### src/design/rdc_pkg.sv
package rdc_pkg;

    localparam int COUNT_WIDTH     = 20;
    localparam int OUT_COUNT_WIDTH = 20;
    localparam int PIX_WIDTH       = 16;
    localparam int CHAN_WIDTH      = 8;

    // Wide enough to hold the counter and the output count field
    localparam int COUNT_EXT_WIDTH =
        (COUNT_WIDTH > OUT_COUNT_WIDTH) ? COUNT_WIDTH : OUT_COUNT_WIDTH;

    localparam logic [COUNT_WIDTH-1:0] COUNT_MAX = {COUNT_WIDTH{1'b1}};

    // RGB565 field positions
    localparam int RED_LSB   = 11;
    localparam int GREEN_LSB = 5;

    typedef logic [PIX_WIDTH-1:0]  t_pixel;
    typedef logic [CHAN_WIDTH-1:0] t_chan;

    typedef struct packed {
        t_pixel with_pixel;
        t_pixel without_pixel;
        t_pixel reflect_pixel;
        logic   first_pixel;
    } t_in_item;

    typedef struct packed {
        t_pixel                     out_pixel;
        logic                       in_mask;
        logic [OUT_COUNT_WIDTH-1:0] mask_count;
    } t_out_item;

    // Counter control for one pixel moving into the result register
    typedef struct packed {
        logic advance;
        logic first;
        logic mask;
    } t_cnt_ctl;

    // Channel widening tables: value*255/max, truncated
    typedef t_chan t_tab5 [32];
    typedef t_chan t_tab6 [64];

    function automatic t_tab5 f_build_tab5();
        t_tab5 t;
        for (int i = 0; i < 32; i++) begin
            t[i] = CHAN_WIDTH'(i * 255 / 31);
        end
        return t;
    endfunction

    function automatic t_tab6 f_build_tab6();
        t_tab6 t;
        for (int i = 0; i < 64; i++) begin
            t[i] = CHAN_WIDTH'(i * 255 / 63);
        end
        return t;
    endfunction

    localparam t_tab5 WIDEN5 = f_build_tab5();
    localparam t_tab6 WIDEN6 = f_build_tab6();

endpackage

### src/design/rdc_if.sv
interface rdc_in_if import rdc_pkg::*; ();
    logic     valid;
    logic     ready;
    t_in_item data;

    modport source (output valid, output data, input ready);
    modport sink   (input valid, input data, output ready);
endinterface

interface rdc_out_if import rdc_pkg::*; ();
    logic      valid;
    logic      ready;
    t_out_item data;

    modport source (output valid, output data, input ready);
    modport sink   (input valid, input data, output ready);
endinterface

### src/design/rdc_pixel_calc.sv
module rdc_pixel_calc import rdc_pkg::*; (
    input  t_pixel i_with,
    input  t_pixel i_without,
    input  t_pixel i_reflect,
    output t_pixel o_pixel,
    output logic   o_mask
);

    // with - without + reflect, clamped to 0..255
    function automatic t_chan f_mix(t_chan a, t_chan b, t_chan c);
        logic signed [CHAN_WIDTH+1:0] v;
        v = $signed({2'b00, a}) - $signed({2'b00, b}) + $signed({2'b00, c});
        if (v < 0) begin
            return '0;
        end else if (v > 255) begin
            return '1;
        end
        return v[CHAN_WIDTH-1:0];
    endfunction

    t_chan w_r, w_g, w_b;
    t_chan wo_r, wo_g, wo_b;
    t_chan rf_r, rf_g, rf_b;
    t_chan c_r, c_g, c_b;

    always_comb begin
        w_r  = WIDEN5[i_with[15:11]];
        w_g  = WIDEN6[i_with[10:5]];
        w_b  = WIDEN5[i_with[4:0]];
        wo_r = WIDEN5[i_without[15:11]];
        wo_g = WIDEN6[i_without[10:5]];
        wo_b = WIDEN5[i_without[4:0]];
        rf_r = WIDEN5[i_reflect[15:11]];
        rf_g = WIDEN6[i_reflect[10:5]];
        rf_b = WIDEN5[i_reflect[4:0]];

        c_r = f_mix(w_r, wo_r, rf_r);
        c_g = f_mix(w_g, wo_g, rf_g);
        c_b = f_mix(w_b, wo_b, rf_b);

        o_mask = (i_with != i_without);
        if (o_mask) begin
            o_pixel = (t_pixel'(c_r[7:3]) << RED_LSB)
                    | (t_pixel'(c_g[7:2]) << GREEN_LSB)
                    | t_pixel'(c_b[7:3]);
        end else begin
            o_pixel = i_with;
        end
    end

endmodule

### src/design/rdc_mask_counter.sv
module rdc_mask_counter import rdc_pkg::*; (
    input  logic                   i_clk,
    input  logic                   i_rst_n,
    input  t_cnt_ctl               i_ctl,
    output logic [COUNT_WIDTH-1:0] o_count
);

    logic [COUNT_WIDTH-1:0] r_count;
    logic [COUNT_WIDTH-1:0] n_count;
    logic [COUNT_WIDTH-1:0] base;

    // o_count is the value after this pixel, as carried with its result
    always_comb begin
        base = i_ctl.first ? '0 : r_count;
        if (i_ctl.mask && (base != COUNT_MAX)) begin
            n_count = base + COUNT_WIDTH'(1);
        end else begin
            n_count = base;
        end
        o_count = n_count;
    end

    always_ff @(posedge i_clk) begin
        if (!i_rst_n) begin
            r_count <= '0;
        end else if (i_ctl.advance) begin
            r_count <= n_count;
        end
    end

endmodule

### src/design/rgb565_difference_composite_top.sv
// RGB565 mirror composite. Each transfer on i_pix carries one pixel position:
// the frame drawn with the mirror, the same frame without it, and the reflected
// view. Where the with and without pixels match, the with pixel passes through.
// Otherwise each channel is widened to 8 bits (value*255/max, truncated), the
// block forms with - without + reflect per channel, clamps to 0..255, repacks
// to RGB565 by truncation and flags the pixel as a mask pixel. first_pixel
// clears the per-frame mask count before the pixel is counted; the count
// saturates at its maximum. One result transfer leaves o_res for every input
// transfer, in order. Throughput is one pixel per clock while the sink is
// ready. Each result passes the input register, then the result register,
// before it is offered on o_res. Both registers keep moving while the sink
// holds ready high.
module rgb565_difference_composite_top import rdc_pkg::*; (
    input  logic      i_clk,
    input  logic      i_rst_n,
    rdc_in_if.sink    i_pix,
    rdc_out_if.source o_res
);

    // Input register stage
    logic     r_s1_valid;
    t_in_item r_s1_data;

    // Result register stage
    logic      r_s2_valid;
    t_out_item r_s2_data;

    logic s1_ready;
    logic s2_ready;
    logic advance;

    t_pixel                     calc_pixel;
    logic                       calc_mask;
    logic [COUNT_WIDTH-1:0]     cnt_value;
    logic [COUNT_EXT_WIDTH-1:0] cnt_ext;
    t_cnt_ctl                   cnt_ctl;

    // Each stage takes new data when empty or when its content moves on
    assign s2_ready    = !r_s2_valid || o_res.ready;
    assign s1_ready    = !r_s1_valid || s2_ready;
    assign advance     = r_s1_valid && s2_ready;
    assign i_pix.ready = s1_ready;

    assign o_res.valid = r_s2_valid;
    assign o_res.data  = r_s2_data;

    always_ff @(posedge i_clk) begin
        if (!i_rst_n) begin
            r_s1_valid <= 1'b0;
        end else if (s1_ready) begin
            r_s1_valid <= i_pix.valid;
        end
    end

    always_ff @(posedge i_clk) begin
        if (s1_ready && i_pix.valid) begin
            r_s1_data <= i_pix.data;
        end
    end

    rdc_pixel_calc u_calc (
        .i_with    (r_s1_data.with_pixel),
        .i_without (r_s1_data.without_pixel),
        .i_reflect (r_s1_data.reflect_pixel),
        .o_pixel   (calc_pixel),
        .o_mask    (calc_mask)
    );

    // Counter steps only when the pixel actually moves into the result stage
    always_comb begin
        cnt_ctl.advance = advance;
        cnt_ctl.first   = r_s1_data.first_pixel;
        cnt_ctl.mask    = calc_mask;
    end

    rdc_mask_counter u_count (
        .i_clk   (i_clk),
        .i_rst_n (i_rst_n),
        .i_ctl   (cnt_ctl),
        .o_count (cnt_value)
    );

    // Zero extend, then keep the low bits of the output field
    assign cnt_ext = COUNT_EXT_WIDTH'(cnt_value);

    always_ff @(posedge i_clk) begin
        if (!i_rst_n) begin
            r_s2_valid <= 1'b0;
        end else if (s2_ready) begin
            r_s2_valid <= r_s1_valid;
        end
    end

    always_ff @(posedge i_clk) begin
        if (advance) begin
            r_s2_data.out_pixel  <= calc_pixel;
            r_s2_data.in_mask    <= calc_mask;
            r_s2_data.mask_count <= cnt_ext[OUT_COUNT_WIDTH-1:0];
        end
    end

endmodule

### src/flat_wrapper.sv
// flat-port wrapper written by rule: the top's interface ports become plain ports
module rgb565_difference_composite_top_flat import rdc_pkg::*;
  (i_clk, i_rst_n, i_pix_valid, i_pix_data, i_pix_ready, o_res_valid, o_res_data, o_res_ready);
  rdc_in_if i_pix_i ();
  rdc_out_if o_res_i ();
  input  logic i_clk;
  input  logic i_rst_n;
  input wire logic [$bits(i_pix_i.valid)-1:0] i_pix_valid;
  input wire logic [$bits(i_pix_i.data)-1:0] i_pix_data;
  output wire logic [$bits(i_pix_i.ready)-1:0] i_pix_ready;
  output wire logic [$bits(o_res_i.valid)-1:0] o_res_valid;
  output wire logic [$bits(o_res_i.data)-1:0] o_res_data;
  input wire logic [$bits(o_res_i.ready)-1:0] o_res_ready;
  assign i_pix_i.valid = i_pix_valid;
  assign i_pix_i.data = i_pix_data;
  assign i_pix_ready = i_pix_i.ready;
  assign o_res_valid = o_res_i.valid;
  assign o_res_data = o_res_i.data;
  assign o_res_i.ready = o_res_ready;
  rgb565_difference_composite_top u_core (.i_clk(i_clk), .i_rst_n(i_rst_n), .i_pix(i_pix_i), .o_res(o_res_i));
endmodule
### config.mk
export PLATFORM = sky130hd
export DESIGN_NAME = rgb565_difference_composite_top_flat
export DESIGN_NICKNAME = d
export VERILOG_FILES = /design/src/design/rdc_pkg.sv /design/src/design/rdc_if.sv /design/src/design/rdc_pixel_calc.sv /design/src/design/rdc_mask_counter.sv /design/src/design/rgb565_difference_composite_top.sv /design/src/flat_wrapper.sv
export SDC_FILE = /design/constraint.sdc
export NUM_CORES = 1
export LEC_CHECK = 0
export ABC_AREA = 1
export BUFFER_PORTS_ARGS = -buffer_cell sky130_fd_sc_hd__buf_4
export CAP_MARGIN = 10
export CORE_AREA = 2 2 117 119
export DETAILED_ROUTE_END_ITERATION = 8
export DIE_AREA = 0 0 119 121
export MAX_ROUTING_LAYER = met4
export PLACE_DENSITY = 0.85
export SETUP_SLACK_MARGIN = 0.1
export SLEW_MARGIN = 5
export SYNTH_ARGS = -nofsm -noshare
export SYNTH_HDL_FRONTEND = slang
export SYNTH_SLANG_ARGS = --single-unit
### constraint.sdc
create_clock -name i_clk -period 3.85 [get_ports i_clk]
set_input_delay 0.5775 -clock i_clk [delete_from_list [all_inputs] [get_ports i_clk]]
set_output_delay 0.5775 -clock i_clk [all_outputs]
set_load 0.05 [all_outputs]
==> parameters.txt <==
Parameter                              Value

Critical path
  Maximum fanout along the worst path ... 5
  Origin of the worst setup path ... u_core.r_s1_data[45]
  Worst endpoint required time ... 3970 ps
  Kind of start point of the critical path ... flop
  CP Cell Sequence ... inv_1 -> o211ai_1 -> nand2_1 -> a21oi_2 -> o21ai_1 -> inv_1 -> ha_2 -> inv_2 -> fa_2 -> nand2_1 -> nand2_2 -> nand2_2 -> nor2_2 -> nor2_1 -> xnor2_1 -> ha_1 -> nand2_2 -> nor2_2 -> nand2_1 -> nand3_1 -> nand2_1 -> nand2_2 -> o211ai_1 -> nand2_1
  Path type of the worst setup path ... reg -> reg
  Slowest stage cell on the critical path ... edfxtp_1
  Crit-path most repeated cell ... nand2_1
  Arrival @ worst endpoint ... 3810 ps
  Crit Reg-Reg Startpoint ... u_core.r_s1_data[45]
  Crit end category ... flop
  Slowest stage delay, CP ... 430 ps

Floorplan
  Effective utilization at floorplan ... 59.3%
  Die area ... 14400 um^2
  Core Footprint ... 13100 um^2
  Die span in x ... 119 um
  Die span in y ... 121 um
  Cell Rows ... 42
  Ports ... 92

Timing
  Unrepaired setup endpoints after global routing ... true
  Worst-case headroom to the max-slew limit ... 24.9%
  Number of failing hold endpoints at the final stage ... 0
  Final-report setup violation count ... 0
  Final Slew Violations ... 0
  Achievable Freq ... 271 MHz
  Time the worst path needs with I/O delays and setup ... 3690 ps
  Worst slew pin tran ... 1130 ps
  Largest clock skew in the final design ... 9.34 ps
  Tcrit/Tclk final ... 95.8%

Routing
  Highest Signal Layer ... met4
  Met2 WL ... 8870 um
  Vias per std cell ... 5.43
  Detail-routed net length per standard cell ... 13.6 um
  Residual DRC ... 0
  Routed length on met1 ... 7440 um
  Final wirelength ... 17700 um
  Pre-antenna DRT Iters ... 6
  Routed wire length on met3 ... 1020 um
  Iteration-0 DRC Markers ... 576
  Number of vias after detailed routing ... 7041
  Number of routed nets with antenna violations ... 0

Global route
  Vias in the first global route ... 6389
  Initial antenna violation count ... 0
  Global-route wire length before repair ... 28600 um
  Maximum number of pins on one net before global-route repair ... 50
  Congestion Overflow GR ... 0
  Total Routing Usage GR ... 25.5%

Logic synthesis
  Number of synthesized flops with an enable pin ... 86
  Synthesized instance count ... 1007
  Post-synth top flop ... edfxtp_1
  Syn Nets ... 1118
  Mapped Avg Cell Area ... 7.70 um^2
  Post-synth top area share ... 33.3%
  Yosys warnings ... 0
  Netlist Area Pre-Place ... 7750 um^2
  Cell taking the most area after synthesis ... edfxtp_1
  Most used standard cells in the synthesized netlist ... nand2_1, inv_1, nor2_1
  Netlist cell types ... 44
  Register bit total from synthesis ... 108
  Share of the yosys chip area belonging to registers ... 39.0%
  Most repeated cell in the gate-level netlist after synthesis ... nand2_1
  Fraction of synthesis flops using an asynchronous set or reset pin ... 0%
  Dominant cells by area after synthesis ... edfxtp_1, nand2_1, ha_1, inv_1, dfxtp_1

Cells and area
  Number of antenna cells inserted ... 0
  Fraction of layout instances using a drive strength above 1 ... 17.4%
  Post-route non-filler standard cell count ... 1297
  Fillers ... 1036
  Net total in the final layout ... 1227
  Synth-to-Final Area Change ... 17.3%
  Final non-filler cell area ... 9100 um^2

Place
  Placed insts ... 1261
  Buffers added on ports ... 91
  Routability Congestion ... 0.910
  Area after DPL ... 8550 um^2
  Hpwl dp ... 12900 um

CTS
  CTS tree ... yes
  Clock network latency to the later pin of the worst-skew pair ... 370 ps
  Max Root-Sink Buffers ... 2
  CTS root buffer ... clkbuf_16
  Cts-stage hold buffer count ... 0
  CTS H-Tree Depth ... 3
  Number of clock sinks ... 108
  Clock-pin slew reported for the worst setup and hold paths after clock tree synthesis ... 80 ps
  Inserted Clock Buffers ... 9

Job
  Number of maximum-capacitance constraint violations ... 0

Power
  Maximum resistive drop on vdd ... 0.353 mV
  Static Leak ... 0.00440 uW
  Cell area power density ... 406 nW/um^2
  Total power draw ... 3690 uW

Run status
  Outcome ... finished clean

Hold path
  Startpoint of the lowest-slack hold path ... i_pix_data[4]
  Type of the most critical hold path ... in -> reg
logic make-up after synthesis:
group                      after synthesis  share of synthesized area [%]
AOI/OAI and AO/OA                      145                           10.6
adders and majority gates               58                           9.94
DFF                                    108                           39.0
xor gates and xnor gates                35                           3.95
and+or+nand+nor                        485                           27.0
buffers and inverters                  176                           9.50
per-stage QoR:
step / hold slack, ps / setup TNS, ps / setup WS, ps / utilization (%)
after floorplan: 528 / 0 / 652 / -
after global placement: 501 / 0 / 287 / 65.4
after detailed placement: 506 / 0 / 131 / 65.4
after CTS: 373 / 0 / 122 / 67.5
after global routing: 372 / -346 / -106 / 69.5
final: 374 / 0 / 162 / 69.5
worst paths after layout:
kind / slack [ps] / cells after the start / endpoint
setup / recovery: 160 / 24 / u_core.o_res.data[33]
hold / removal: 370 / 1 / u_core.r_s1_data[4]
setup reg to reg: 160 / 24 / u_core.o_res.data[33]
hold reg to reg: 520 / 2 / u_core.o_res.valid
what timing repair did:
item | in CTS | in global routing
buffers inserted | 0 | 20
hold endpoints to repair | 0 | 0
setup endpoints to repair | 0 | 16
gates resized for setup | 0 | 51
state kept, by name (all words and copies together) (netlist names):
name,flops
u_core.o_res.valid,1
u_core.u_count.r_count,20
u_core.cnt_ctl,1
u_core.r_s1_valid,1
u_core.o_res.data,37
u_core.r_s1_data,48
area by class of cell:
type | count | area (um^2) | share of cell area (%)
Multi-Input combinational cell | 723 | 4110 | 45.1
Sequential cell | 108 | 3020 | 33.2
Timing Repair Buffer | 114 | 856 | 9.41
Inverter | 160 | 608 | 6.68
Clock buffer | 9 | 225 | 2.48
Tap cell | 176 | 220 | 2.42
Clock inverter | 7 | 58.8 | 0.646
report_power, final:
part	internal, uW	switching [uW]	total [uW]	leakage [uW]
sequential	1380	65.1	1440	0.00101
combinational	500	831	1330	0.00325
clock	450	465	916	0.000144
total	2330	1360	3690	0.00440
metal layers:
| metal | GRT usage (%) | up-vias |
|---|---|---|
| met3 | 4.98 | 32 |
| li1 | - | 3534 |
| met1 | 30.5 | 3220 |
| met2 | 43.8 | 255 |
| met4 | 7.74 | 0 |
| met5 | - | - |
cells in the final DEF (no fill, tap or decap), types with 2 or more instances in the layout:
cell       Yosys  layout
a211oi_1       3       2
a21o_1         3       3
a21oi_1       59      53
a21oi_2        0       6
a31oi_1        6       5
a32oi_1        3       3
buf_4          1     114
clkbuf_16      0       9
clkinv_2       0       2
clkinv_4       0       2
dfxtp_1       22      22
edfxtp_1      86      86
fa_1           6       3
fa_2           0       3
ha_1          52      50
ha_2           0       2
inv_1        158     152
inv_2          1       7
inv_8          1       3
nand2_1      270     260
nand2_2       10      20
nand3_1       82      81
nand3_2        6       7
nand3b_1       3       3
nand4_1       11      11
nor2_1        90      86
nor2_2         1       4
nor2_4         2       3
nor3_1         3       3
o211ai_1      11      11
o21ai_0       50      34
o21ai_1        0      16
o22ai_1        2       2
o31ai_1        3       2
or2_2          2       2
xnor2_1       14      14
xor2_1        21      20
critical path, delay by kind of cell (launching register included):
kind                       cells  cell delay (ps)
adders and majority gates      3              850
AOI/OAI and AO/OA              4              670
DFF                            1              430
buffers and inverters          3              220
and+or+nand+nor               13             1090
xor gates and xnor gates       1              170
No activity file was read; power rests on OpenSTA's default activity.
